`config.mk`:
```
export PLATFORM = sky130hd
export DESIGN_NAME = dmx_widget_packet_parser_flat
export DESIGN_NICKNAME = d
export VERILOG_FILES = /design/src/rtl/core/dwp_pkg.sv /design/src/rtl/core/dwp_ifs.sv /design/src/rtl/core/dwp_apb_regs.sv /design/src/rtl/core/dwp_slot_mem.sv /design/src/rtl/core/dwp_frame_parser.sv /design/src/rtl/core/dwp_result_seq.sv /design/src/rtl/core/dmx_widget_packet_parser.sv /design/src/flat_wrapper.sv
export SDC_FILE = /design/constraint.sdc
export NUM_CORES = 2
export LEC_CHECK = 0
export BUFFER_PORTS_ARGS = -buffer_cell sky130_fd_sc_hd__buf_4
export CAP_MARGIN = 20
export CORE_MARGIN = 2
export CORE_UTILIZATION = 30
export CTS_CLUSTER_DIAMETER = 60
export DETAILED_ROUTE_END_ITERATION = 10
export PLACE_DENSITY = 0.43
export SLEW_MARGIN = 20
export SYNTH_ARGS = -nofsm -noshare
export SYNTH_HDL_FRONTEND = slang
export SYNTH_MEMORY_MAX_BITS = 65536
export SYNTH_SLANG_ARGS = --single-unit
```
`constraint.sdc`:
```
create_clock -name clk -period 13.05 [get_ports clk]
set_input_delay 2.61 -clock clk [delete_from_list [all_inputs] [get_ports clk]]
set_output_delay 2.61 -clock clk [all_outputs]
set_load 0.005 [all_outputs]
```
`src/rtl/core/dwp_pkg.sv`:
```
// Shared types, codes and constants for the widget packet parser.
// No dependencies; every other file in rtl/core imports this package.
package dwp_pkg;

  // Default values for the top-level parameters.
  localparam int BUFFER_DEPTH_DEF = 513;
  localparam int MIN_FRAME_DEF    = 25;
  localparam int MAX_USER_LEN_DEF = 48;

  // Field widths.
  localparam int SLOT_W     = 10;  // slot index and slot count
  localparam int STEP_W     = 6;   // result counter, longest reply is 58 bytes plus status
  localparam int UL_W       = 6;   // saturated user length, at most 48
  localparam int CFG_ADDR_W = 3;
  localparam int CFG_DATA_W = 32;

  // Configuration register map, indexed by paddr[2].
  localparam logic REG_SERIAL_NUMBER = 1'b0;
  localparam logic [CFG_DATA_W-1:0] SERIAL_RESET = 32'hFFFF_FFFF;

  // Frame delimiters and labels.
  localparam logic [7:0] START_DELIM  = 8'h7E;
  localparam logic [7:0] END_DELIM    = 8'hE7;
  localparam logic [7:0] LBL_INFO     = 8'd3;
  localparam logic [7:0] LBL_SEND_DMX = 8'd6;
  localparam logic [7:0] LBL_SERIAL   = 8'd10;

  // Fixed contents of the info reply.
  localparam logic [7:0] INFO_FW_LO   = 8'd44;
  localparam logic [7:0] INFO_FW_HI   = 8'd1;
  localparam logic [7:0] INFO_BREAK   = 8'd9;
  localparam logic [7:0] INFO_MAB     = 8'd1;
  localparam logic [7:0] INFO_RATE    = 8'd0;
  localparam logic [7:0] INFO_HDR_LEN = 8'd5;
  localparam logic [7:0] SERIAL_LEN   = 8'd4;

  typedef enum logic [1:0] {
    RES_STATUS = 2'd0,
    RES_REPLY  = 2'd1,
    RES_SLOT   = 2'd2
  } result_kind_t;

  typedef enum logic [1:0] {
    PKT_DROPPED = 2'd0,
    PKT_GOOD    = 2'd1,
    PKT_BAD_END = 2'd2
  } pkt_status_t;

  typedef enum logic [1:0] {
    REPLY_NONE   = 2'd0,
    REPLY_INFO   = 2'd1,
    REPLY_SERIAL = 2'd2
  } reply_t;

  typedef enum logic [5:0] {
    PH_START   = 6'b000001,
    PH_LABEL   = 6'b000010,
    PH_LEN_LO  = 6'b000100,
    PH_LEN_HI  = 6'b001000,
    PH_PAYLOAD = 6'b010000,
    PH_END     = 6'b100000
  } phase_t;

  typedef struct packed {
    logic              action;
    logic [7:0]        rx_byte;
    logic [SLOT_W-1:0] slot_index;
  } item_t;

  // What the parser wants emitted for the item in the input register:
  // an optional reply frame followed by one final result.
  typedef struct packed {
    logic              emit;
    reply_t            reply;
    logic [UL_W-1:0]   user_len;
    result_kind_t      kind;
    pkt_status_t       status;
    logic [7:0]        label;
    logic [SLOT_W-1:0] count;
    logic [7:0]        data;
  } desc_t;

  // Byte number step of a reply frame.
  function automatic logic [7:0] reply_byte(reply_t r, logic [STEP_W-1:0] step,
                                            logic [UL_W-1:0] ul,
                                            logic [CFG_DATA_W-1:0] sn);
    logic [7:0] b;
    b = 8'd0;
    case (r)
      REPLY_INFO: begin
        case (step)
          6'd0:    b = START_DELIM;
          6'd1:    b = LBL_INFO;
          6'd2:    b = 8'(ul) + INFO_HDR_LEN;
          6'd3:    b = 8'd0;
          6'd4:    b = INFO_FW_LO;
          6'd5:    b = INFO_FW_HI;
          6'd6:    b = INFO_BREAK;
          6'd7:    b = INFO_MAB;
          6'd8:    b = INFO_RATE;
          default: b = (step == STEP_W'(ul) + 6'd9) ? END_DELIM : 8'd0;
        endcase
      end
      REPLY_SERIAL: begin
        case (step)
          6'd0:    b = START_DELIM;
          6'd1:    b = LBL_SERIAL;
          6'd2:    b = SERIAL_LEN;
          6'd3:    b = 8'd0;
          6'd4:    b = sn[7:0];
          6'd5:    b = sn[15:8];
          6'd6:    b = sn[23:16];
          6'd7:    b = sn[31:24];
          6'd8:    b = END_DELIM;
          default: b = 8'd0;
        endcase
      end
      default: b = 8'd0;
    endcase
    return b;
  endfunction

endpackage

```
`src/rtl/core/dwp_ifs.sv`:
```
// Valid/ready channel interfaces for the widget packet parser.
// Depends on dwp_pkg for field widths.
interface dwp_in_if
  import dwp_pkg::*;
  ();
  logic              valid;
  logic              ready;
  logic              action;
  logic [7:0]        rx_byte;
  logic [SLOT_W-1:0] slot_index;

  modport source (output valid, action, rx_byte, slot_index, input ready);
  modport sink   (input valid, action, rx_byte, slot_index, output ready);
endinterface

interface dwp_out_if
  import dwp_pkg::*;
  ();
  logic              valid;
  logic              ready;
  logic [1:0]        result_kind;
  logic [1:0]        packet_status;
  logic [7:0]        packet_label;
  logic [SLOT_W-1:0] slot_count;
  logic [7:0]        data_byte;
  logic              last;

  modport source (output valid, result_kind, packet_status, packet_label, slot_count,
                  data_byte, last, input ready);
  modport sink   (input valid, result_kind, packet_status, packet_label, slot_count,
                  data_byte, last, output ready);
endinterface

```
`src/rtl/core/dwp_apb_regs.sv`:
```
// APB-style configuration register block: holds the serial number.
// Depends on dwp_pkg.
module dwp_apb_regs
  import dwp_pkg::*;
(
  input  logic                  clk,
  input  logic                  rst,
  input  logic                  psel,
  input  logic                  penable,
  input  logic                  pwrite,
  input  logic [CFG_ADDR_W-1:0] paddr,
  input  logic [CFG_DATA_W-1:0] pwdata,
  output logic [CFG_DATA_W-1:0] prdata,
  output logic                  pready,
  output logic [CFG_DATA_W-1:0] serial_number
);

  logic sel_serial;

  assign pready     = 1'b1;
  assign sel_serial = (paddr[2] == REG_SERIAL_NUMBER);

  always_ff @(posedge clk) begin
    if (rst) begin
      serial_number <= SERIAL_RESET;
    end else if (psel && penable && pwrite && sel_serial) begin
      serial_number <= pwdata;
    end
  end

  always_comb begin
    prdata = sel_serial ? serial_number : '0;
  end

endmodule

```
`src/rtl/core/dwp_slot_mem.sv`:
```
// Slot buffer memory with a fill count that stands in for the zero reset,
// and a registered read that forwards a write to the same slot.
// Depends on dwp_pkg.
module dwp_slot_mem
  import dwp_pkg::*;
#(
  parameter int BUFFER_DEPTH = BUFFER_DEPTH_DEF
) (
  input  logic                            clk,
  input  logic                            rst,
  input  logic                            wr_en,
  input  logic [$clog2(BUFFER_DEPTH)-1:0] wr_addr,
  input  logic [7:0]                      wr_data,
  input  logic                            rd_en,
  input  logic [SLOT_W-1:0]               rd_addr,
  output logic [7:0]                      rd_data
);

  localparam int AW = $clog2(BUFFER_DEPTH);
  localparam int FW = $clog2(BUFFER_DEPTH + 1);

  logic [7:0]    mem [BUFFER_DEPTH];
  logic [FW-1:0] fill;
  logic          rd_hit;
  logic          rd_filled;

  // Payload always lands at consecutive slots from zero, so every slot
  // below the fill count has been written since reset.
  assign rd_hit    = wr_en && (rd_addr == SLOT_W'(wr_addr));
  assign rd_filled = (rd_addr < SLOT_W'(fill));

  always_ff @(posedge clk) begin
    if (rst) begin
      fill <= '0;
    end else if (wr_en && (FW'(wr_addr) == fill)) begin
      fill <= fill + 1'b1;
    end
  end

  always_ff @(posedge clk) begin
    if (wr_en) begin
      mem[wr_addr] <= wr_data;
    end
    if (rd_en) begin
      if (rd_hit) begin
        rd_data <= wr_data;
      end else if (rd_filled) begin
        rd_data <= mem[rd_addr[AW-1:0]];
      end else begin
        rd_data <= 8'd0;
      end
    end
  end

endmodule

```
`src/rtl/core/dwp_frame_parser.sv`:
```
// Frame parser: phase machine and frame state, decides the results for
// the registered item and updates its state when that item is consumed.
// Depends on dwp_pkg.
module dwp_frame_parser
  import dwp_pkg::*;
#(
  parameter int BUFFER_DEPTH = BUFFER_DEPTH_DEF,
  parameter int MIN_FRAME    = MIN_FRAME_DEF,
  parameter int MAX_USER_LEN = MAX_USER_LEN_DEF
) (
  input  logic                            clk,
  input  logic                            rst,
  input  item_t                           item,
  input  logic                            consume,
  input  logic [7:0]                      slot_data,
  output desc_t                           desc,
  output logic                            wr_en,
  output logic [$clog2(BUFFER_DEPTH)-1:0] wr_addr,
  output logic [7:0]                      wr_data
);

  localparam int AW = $clog2(BUFFER_DEPTH);

  phase_t            phase;
  phase_t            phase_next;
  logic [7:0]        frame_label;
  logic [15:0]       frame_length;
  logic [15:0]       payload_count;
  logic [15:0]       user_info_length;
  logic [SLOT_W-1:0] valid_slots;
  logic [SLOT_W-1:0] valid_slots_next;
  logic [16:0]       len_min;
  logic [16:0]       len_clamped;
  logic [16:0]       count_inc;
  logic [15:0]       full_length;
  logic              step_byte;
  logic              good_end;

  assign step_byte   = consume && !item.action;
  assign good_end    = (item.rx_byte == END_DELIM);
  assign count_inc   = {1'b0, payload_count} + 17'd1;
  assign full_length = {item.rx_byte, frame_length[7:0]};

  // Length clamped to MIN_FRAME..BUFFER_DEPTH, in that order.
  always_comb begin
    len_min     = ({1'b0, frame_length} < 17'(MIN_FRAME)) ? 17'(MIN_FRAME)
                                                          : {1'b0, frame_length};
    len_clamped = (len_min > 17'(BUFFER_DEPTH)) ? 17'(BUFFER_DEPTH) : len_min;
  end

  assign wr_en   = step_byte && (phase == PH_PAYLOAD) && (frame_label == LBL_SEND_DMX)
                   && (payload_count < 16'(BUFFER_DEPTH));
  assign wr_addr = payload_count[AW-1:0];
  assign wr_data = item.rx_byte;

  always_comb begin
    desc             = '0;
    desc.reply       = REPLY_NONE;
    desc.kind        = RES_STATUS;
    desc.status      = PKT_DROPPED;
    desc.user_len    = (user_info_length > 16'(MAX_USER_LEN)) ? UL_W'(MAX_USER_LEN)
                                                              : UL_W'(user_info_length);
    valid_slots_next = valid_slots;
    if (item.action) begin
      desc.emit  = 1'b1;
      desc.kind  = RES_SLOT;
      desc.count = valid_slots;
      desc.data  = slot_data;
    end else if (phase == PH_START) begin
      if (item.rx_byte != START_DELIM) begin
        desc.emit  = 1'b1;
        desc.count = valid_slots;
      end
    end else if (phase == PH_END) begin
      desc.emit  = 1'b1;
      desc.label = frame_label;
      if (good_end) begin
        desc.status = PKT_GOOD;
        if (frame_label == LBL_SEND_DMX) begin
          valid_slots_next = SLOT_W'(len_clamped - 17'd1);
        end else if (frame_label == LBL_INFO) begin
          desc.reply = REPLY_INFO;
        end else if (frame_label == LBL_SERIAL) begin
          desc.reply = REPLY_SERIAL;
        end
      end else begin
        desc.status = PKT_BAD_END;
        if (frame_label == LBL_SEND_DMX) begin
          valid_slots_next = '0;
        end
      end
      desc.count = valid_slots_next;
    end
  end

  always_comb begin
    phase_next = phase;
    case (phase)
      PH_START:   phase_next = (item.rx_byte == START_DELIM) ? PH_LABEL : PH_START;
      PH_LABEL:   phase_next = PH_LEN_LO;
      PH_LEN_LO:  phase_next = PH_LEN_HI;
      PH_LEN_HI:  phase_next = (full_length == 16'd0) ? PH_END : PH_PAYLOAD;
      PH_PAYLOAD: phase_next = (count_inc >= {1'b0, frame_length}) ? PH_END : PH_PAYLOAD;
      PH_END:     phase_next = PH_START;
      default:    phase_next = PH_START;
    endcase
  end

  always_ff @(posedge clk) begin
    if (rst) begin
      phase            <= PH_START;
      frame_label      <= '0;
      frame_length     <= '0;
      payload_count    <= '0;
      user_info_length <= '0;
      valid_slots      <= '0;
    end else if (step_byte) begin
      phase <= phase_next;
      case (phase)
        PH_LABEL: begin
          frame_label      <= item.rx_byte;
          user_info_length <= '0;
          payload_count    <= '0;
        end
        PH_LEN_LO: frame_length <= {8'd0, item.rx_byte};
        PH_LEN_HI: frame_length <= full_length;
        PH_PAYLOAD: begin
          if ((frame_label == LBL_INFO) && (frame_length == 16'd2)) begin
            if (payload_count == 16'd0) begin
              user_info_length <= {8'd0, item.rx_byte};
            end else begin
              user_info_length <= {item.rx_byte, user_info_length[7:0]};
            end
          end
          payload_count <= count_inc[15:0];
        end
        PH_END:  valid_slots <= valid_slots_next;
        default: ;
      endcase
    end
  end

endmodule

```
`src/rtl/core/dwp_result_seq.sv`:
```
// Result sequencer: walks the reply bytes and the final result of the
// registered item into the output register, one result per cycle unless stalled.
// Depends on dwp_pkg and dwp_out_if.
module dwp_result_seq
  import dwp_pkg::*;
(
  input  logic                  clk,
  input  logic                  rst,
  input  logic                  item_valid,
  input  desc_t                 desc,
  input  logic [CFG_DATA_W-1:0] serial_number,
  output logic                  consume,
  dwp_out_if.source             rsp
);

  logic [STEP_W-1:0] step;
  logic [STEP_W-1:0] last_step;
  logic              out_valid;
  logic              out_free;
  logic              load;
  logic              at_last;

  always_comb begin
    case (desc.reply)
      REPLY_INFO:   last_step = STEP_W'(desc.user_len) + 6'd10;
      REPLY_SERIAL: last_step = 6'd9;
      default:      last_step = '0;
    endcase
  end

  assign out_free = !out_valid || rsp.ready;
  assign at_last  = (step == last_step);
  assign load     = item_valid && desc.emit && out_free;
  assign consume  = item_valid && (!desc.emit || (out_free && at_last));
  assign rsp.valid = out_valid;

  always_ff @(posedge clk) begin
    if (rst) begin
      out_valid <= 1'b0;
      step      <= '0;
    end else begin
      if (load) begin
        out_valid <= 1'b1;
        step      <= at_last ? '0 : step + 1'b1;
      end else if (rsp.ready) begin
        out_valid <= 1'b0;
      end
    end
  end

  always_ff @(posedge clk) begin
    if (load) begin
      rsp.last <= at_last;
      if (at_last) begin
        rsp.result_kind   <= desc.kind;
        rsp.packet_status <= desc.status;
        rsp.packet_label  <= desc.label;
        rsp.slot_count    <= desc.count;
        rsp.data_byte     <= desc.data;
      end else begin
        rsp.result_kind   <= RES_REPLY;
        rsp.packet_status <= PKT_DROPPED;
        rsp.packet_label  <= 8'd0;
        rsp.slot_count    <= '0;
        rsp.data_byte     <= reply_byte(desc.reply, step, desc.user_len, serial_number);
      end
    end
  end

endmodule

```
`src/rtl/core/dmx_widget_packet_parser.sv`:
```
// Widget packet parser top level: serial frame parsing, slot buffer and
// reply generation. Depends on dwp_pkg, dwp_ifs and every dwp_* module but dwp_checker.
//
// Usage. Items arrive on the req channel (valid/ready); action 0 carries a
// serial byte in rx_byte, action 1 asks for buffered slot slot_index.
// Results leave on the rsp channel, one transaction per result, with last
// set on the final result belonging to an item. Bytes inside a frame and the
// start byte give no result. A Get-Info frame answers with a reply frame of
// 10 to 58 bytes ahead of its status; a Get-Serial frame with 9 bytes.
// The serial number is set through the APB port, register 0 at address 0.
//
// Timing. An accepted item sits in the input register; its first result is
// then loaded into the output register. Items with at most one result are
// taken back to back, one per cycle while the output is not stalled. An
// item with more results holds the input register while the sequencer
// steps through them, so ready stays low until its last result is loaded.
//
// Reset clears the phase machine, frame state, slot count and the fill count
// of the slot buffer, so unwritten slots read as zero without a clearing
// pass. When the receiver stalls, the output holds its transaction; the input
// register takes items until one with a result waits there, then ready drops.
module dmx_widget_packet_parser
  import dwp_pkg::*;
#(
  parameter int BUFFER_DEPTH = BUFFER_DEPTH_DEF,
  parameter int MIN_FRAME    = MIN_FRAME_DEF,
  parameter int MAX_USER_LEN = MAX_USER_LEN_DEF
) (
  input  logic                  clk,
  input  logic                  rst,
  dwp_in_if.sink                req,
  dwp_out_if.source             rsp,
  input  logic                  psel,
  input  logic                  penable,
  input  logic                  pwrite,
  input  logic [CFG_ADDR_W-1:0] paddr,
  input  logic [CFG_DATA_W-1:0] pwdata,
  output logic [CFG_DATA_W-1:0] prdata,
  output logic                  pready
);

  localparam int AW = $clog2(BUFFER_DEPTH);

  item_t                 item;
  logic                  item_valid;
  logic                  consume;
  logic                  accept;
  desc_t                 desc;
  logic [CFG_DATA_W-1:0] serial_number;
  logic                  wr_en;
  logic [AW-1:0]         wr_addr;
  logic [7:0]            wr_data;
  logic [7:0]            slot_data;

  // The input register frees up in the same cycle its item is consumed,
  // so a new transaction can follow every cycle while items are consumed.
  assign req.ready = !item_valid || consume;
  assign accept    = req.valid && req.ready;

  always_ff @(posedge clk) begin
    if (rst) begin
      item_valid <= 1'b0;
    end else if (accept) begin
      item_valid <= 1'b1;
    end else if (consume) begin
      item_valid <= 1'b0;
    end
  end

  always_ff @(posedge clk) begin
    if (accept) begin
      item.action     <= req.action;
      item.rx_byte    <= req.rx_byte;
      item.slot_index <= req.slot_index;
    end
  end

  dwp_apb_regs u_regs (
    .clk           (clk),
    .rst           (rst),
    .psel          (psel),
    .penable       (penable),
    .pwrite        (pwrite),
    .paddr         (paddr),
    .pwdata        (pwdata),
    .prdata        (prdata),
    .pready        (pready),
    .serial_number (serial_number)
  );

  // The slot read is launched as the item is accepted, so its data is
  // ready alongside the item in the input register.
  dwp_slot_mem #(
    .BUFFER_DEPTH (BUFFER_DEPTH)
  ) u_mem (
    .clk     (clk),
    .rst     (rst),
    .wr_en   (wr_en),
    .wr_addr (wr_addr),
    .wr_data (wr_data),
    .rd_en   (accept),
    .rd_addr (req.slot_index),
    .rd_data (slot_data)
  );

  dwp_frame_parser #(
    .BUFFER_DEPTH (BUFFER_DEPTH),
    .MIN_FRAME    (MIN_FRAME),
    .MAX_USER_LEN (MAX_USER_LEN)
  ) u_parser (
    .clk       (clk),
    .rst       (rst),
    .item      (item),
    .consume   (consume),
    .slot_data (slot_data),
    .desc      (desc),
    .wr_en     (wr_en),
    .wr_addr   (wr_addr),
    .wr_data   (wr_data)
  );

  dwp_result_seq u_seq (
    .clk           (clk),
    .rst           (rst),
    .item_valid    (item_valid),
    .desc          (desc),
    .serial_number (serial_number),
    .consume       (consume),
    .rsp           (rsp)
  );

endmodule

```
`src/flat_wrapper.sv`:
```
// flat-port wrapper written by rule: the top's interface ports become plain ports
module dmx_widget_packet_parser_flat import dwp_pkg::*;
#(
  parameter int BUFFER_DEPTH = BUFFER_DEPTH_DEF,
  parameter int MIN_FRAME    = MIN_FRAME_DEF,
  parameter int MAX_USER_LEN = MAX_USER_LEN_DEF
)
  (clk, rst, psel, penable, pwrite, paddr, pwdata, prdata, pready, req_valid, req_action, req_rx_byte, req_slot_index, req_ready, rsp_valid, rsp_result_kind, rsp_packet_status, rsp_packet_label, rsp_slot_count, rsp_data_byte, rsp_last, rsp_ready);
  dwp_in_if req_i ();
  dwp_out_if rsp_i ();
  input  logic clk;
  input  logic rst;
  input  logic psel;
  input  logic penable;
  input  logic pwrite;
  input  logic [CFG_ADDR_W-1:0] paddr;
  input  logic [CFG_DATA_W-1:0] pwdata;
  output logic [CFG_DATA_W-1:0] prdata;
  output logic pready;
  input wire logic [$bits(req_i.valid)-1:0] req_valid;
  input wire logic [$bits(req_i.action)-1:0] req_action;
  input wire logic [$bits(req_i.rx_byte)-1:0] req_rx_byte;
  input wire logic [$bits(req_i.slot_index)-1:0] req_slot_index;
  output wire logic [$bits(req_i.ready)-1:0] req_ready;
  output wire logic [$bits(rsp_i.valid)-1:0] rsp_valid;
  output wire logic [$bits(rsp_i.result_kind)-1:0] rsp_result_kind;
  output wire logic [$bits(rsp_i.packet_status)-1:0] rsp_packet_status;
  output wire logic [$bits(rsp_i.packet_label)-1:0] rsp_packet_label;
  output wire logic [$bits(rsp_i.slot_count)-1:0] rsp_slot_count;
  output wire logic [$bits(rsp_i.data_byte)-1:0] rsp_data_byte;
  output wire logic [$bits(rsp_i.last)-1:0] rsp_last;
  input wire logic [$bits(rsp_i.ready)-1:0] rsp_ready;
  assign req_i.valid = req_valid;
  assign req_i.action = req_action;
  assign req_i.rx_byte = req_rx_byte;
  assign req_i.slot_index = req_slot_index;
  assign req_ready = req_i.ready;
  assign rsp_valid = rsp_i.valid;
  assign rsp_result_kind = rsp_i.result_kind;
  assign rsp_packet_status = rsp_i.packet_status;
  assign rsp_packet_label = rsp_i.packet_label;
  assign rsp_slot_count = rsp_i.slot_count;
  assign rsp_data_byte = rsp_i.data_byte;
  assign rsp_last = rsp_i.last;
  assign rsp_i.ready = rsp_ready;
  dmx_widget_packet_parser #(.BUFFER_DEPTH(BUFFER_DEPTH), .MIN_FRAME(MIN_FRAME), .MAX_USER_LEN(MAX_USER_LEN)) u_core (.clk(clk), .rst(rst), .req(req_i), .rsp(rsp_i), .psel(psel), .penable(penable), .pwrite(pwrite), .paddr(paddr), .pwdata(pwdata), .prdata(prdata), .pready(pready));
endmodule
```
==> results.tsv <==
metric	value	unit
status	complete, no violations	
pins over their slew limit	0	
Fmax achieved	112	MHz
Setup TNS	0	ps
Mapped Area	169000	um^2
Hold WS	466	ps
layout filler cell count	52900	
Worst slew margin	13.7	%
num rows	275	
Die ar.	569000	um^2
kind of critical path	reg -> out	
Critical Path RT	10440	ps
crit end category	primary output	
ys async rst share	0	%
Pleak	60.6	nW
routed len/inst	32.4	um
number of remaining DRC errors	0	
1st-iter DRT viols	10100	
RSZ-0062 raised after global routing	no	
minimum clock period after layout	8900	ps
Total Routing Usage GR	19.0	%
worst slew pin tran	1300	ps
die width	754	um
first-pass GRT wire length	761	mm
largest net degree at the start of global routing	208	
final-report setup violation count	0	
DR pass1 iterations	6	
Core Area	561000	um^2
worst-case clock buffer depth	4	
CP startpoint kind	flip-flop	
synth warn	0	
worst clock skew	62.3	ps
Nets	9403	
CTS tree	built	
I/O Buffers	123	
maxcap violations	0	
most frequent cells in the layout	edfxtp_1 (4152), mux4_2 (754), nor2_1 (671)	
Clock transition at path regs	60	ps
Initial Utilization	30.1	%
P per Cell Area	151	nW/um^2
setup bufs post-CTS	0	
Mapped Nets	9128	
Netlist cell types	87	
grt total ovfl	0	
post-synthesis sequential area ratio	75.3	%
Post-CTS Resized	0	
Post-Syn Instances	9026	
Post-DRT Antenna Nets	0	
worst vdd ir	128	uV
pre-CTS setup slack	4880	ps
register bit total from synthesis	4274	
via count of the routed design	91000	
TritonCTS buffer count	455	
H-tree depth	5	
CP Max Fanout	10	
CTS root buf	clkbuf_16	
die height	754	um
hold_buf cts	0	
P&R area growth vs syn	14.9	%
fin crit share	68.2	%
layout cell share with drive strength beyond 1	19.7	%
clock latency reported for the late side of the worst-skew pair	1060	ps
vias in the first global route	91000	
Sink Count	4274	
hpwl dp	341	mm
most common cell after layout, fill and taps aside	edfxtp_1	
Hold Crit Class	reg -> reg	
dominant synthesized flop cell	edfxtp_1	
Mapped Avg Cell Area	18.7	um^2
WL final	556	mm
number of enable flip-flop cells after synthesis	4152	
I/O pin count	127	
CP Data Arrival Time	6290	ps
GP Congestion	0.807	
Power, Total	29.3	mW
Avg Vias per Cell	5.29	
post-route setup slack	4150	ps
initial antenna violation count	63	
Final Hold Fails	0	
power by group:
group	switching, mW	internal, mW
clock	5.55	7.26
sequential	0.0124	15.1
combinational	0.984	0.433
Yosys cell counts (16+ instances only):
cell | instances | area [um^2]
clkbuf_1 | 329 | 1230
mux2i_1 | 622 | 6230
buf_1 | 83 | 312
o211ai_1 | 16 | 120
o21ai_0 | 178 | 891
mux2_2 | 32 | 360
a2111oi_0 | 20 | 175
a22oi_1 | 64 | 480
nor4_1 | 37 | 231
ha_1 | 41 | 513
a22o_1 | 37 | 324
edfxtp_1 | 4152 | 125000
nand4_1 | 42 | 263
nor3_1 | 118 | 591
buf_2 | 134 | 671
xnor2_1 | 33 | 289
nand3_1 | 148 | 741
nand2b_1 | 32 | 200
nor2b_1 | 56 | 350
and3_1 | 39 | 244
and2_1 | 21 | 131
nand2_1 | 253 | 950
dfxtp_1 | 122 | 2440
inv_1 | 47 | 176
nor2_1 | 681 | 2560
a211oi_1 | 45 | 338
buf_4 | 24 | 180
a221oi_1 | 24 | 210
xor2_1 | 28 | 245
a31oi_1 | 26 | 163
mux4_2 | 754 | 17000
o221ai_1 | 203 | 1780
a21oi_1 | 215 | 1080
o22ai_1 | 156 | 976
cell type report:
cell class / count / area, um^2 / share of cell area, %
clock inverters: 271 / 2670 / 1.37
flip-flops and latches: 4274 / 127000 / 65.5
inverters: 50 / 200 / 0.103
repair buffers: 390 / 3270 / 1.68
clock buffers: 566 / 11900 / 6.15
diodes: 26 / 65.1 / 0.0335
well taps: 7479 / 9360 / 4.82
multi-input cells: 4130 / 39500 / 20.4
final timing paths:
path	from	end	cells after the start	slack [ps]
max reg2reg	u_core.u_parser.phase[2]$_SDFFE_PP0P_	u_core.u_mem.rd_data[3]$_DFFE_PP_	13	6970
min reg2reg	u_core.u_parser.user_info_length[13]$_SDFFE_PP0P_	u_core.u_parser.user_info_length[13]$_SDFFE_PP0P_	2	470
max	u_core.u_parser.phase[2]$_SDFFE_PP0P_	req_ready	13	4150
min	u_core.u_parser.user_info_length[13]$_SDFFE_PP0P_	u_core.u_parser.user_info_length[13]$_SDFFE_PP0P_	2	470
registers in the layout, indices dropped and copies added (netlist names), 9 cells and up:
name	count
u_core.u_parser.payload_count	16
u_core.u_parser.frame_length	16
u_core.u_regs.serial_number	32
u_core.u_parser.valid_slots	10
u_core.u_mem.mem	4104
u_core.u_mem.fill	10
u_core.u_parser.user_info_length	16
u_core.item	9
u_core.u_seq.rsp.slot_count	10
critical path, cell delays in order (launching register included):
cell and delay (ps):
dfxtp_1 370, or4_1 590, or3b_2 570, nor2_1 490
nand3b_1 160, or3b_2 540, ha_1 420, nand2b_1 260
a221oi_1 290, xnor2_1 160, o2111a_1 420, nand2_1 370
o21ai_0 420, buf_4 180
cell families after synthesis:
logic type | Yosys count | share of synthesized area, %
flip-flops | 4274 | 75.3
AND/OR/NAND/NOR | 1509 | 4.10
multiplexers | 1408 | 14.0
AO/OA/AOI/OAI | 1110 | 4.52
buffers and inverters | 622 | 1.54
XOR/XNOR | 61 | 0.316
adder cells (fa/ha/maj) | 41 | 0.304
other | 1 | 0.00222
stage by stage:
| step | utilization [%] | area, um^2 | instances |
|---|---|---|---|
| after CTS | 34.6 | 194000 | 17200 |
| after global routing | 34.6 | 194000 | 17200 |
| after detailed placement | 32.0 | 179000 | 16300 |
| after floorplan | - | 169000 | 9026 |
| after global placement | 32.0 | 179000 | 16300 |
| final | 34.6 | 194000 | 17200 |
metal layers:
metal  wire, um  track usage (%)  share of wire, %
met5         41                0            0.0074
met3      37000             3.15               6.7
met1     245000             27.0                44
met2     259000             30.1                47
met4      15700             5.17               2.8
(Power assumes the default switching activity.)
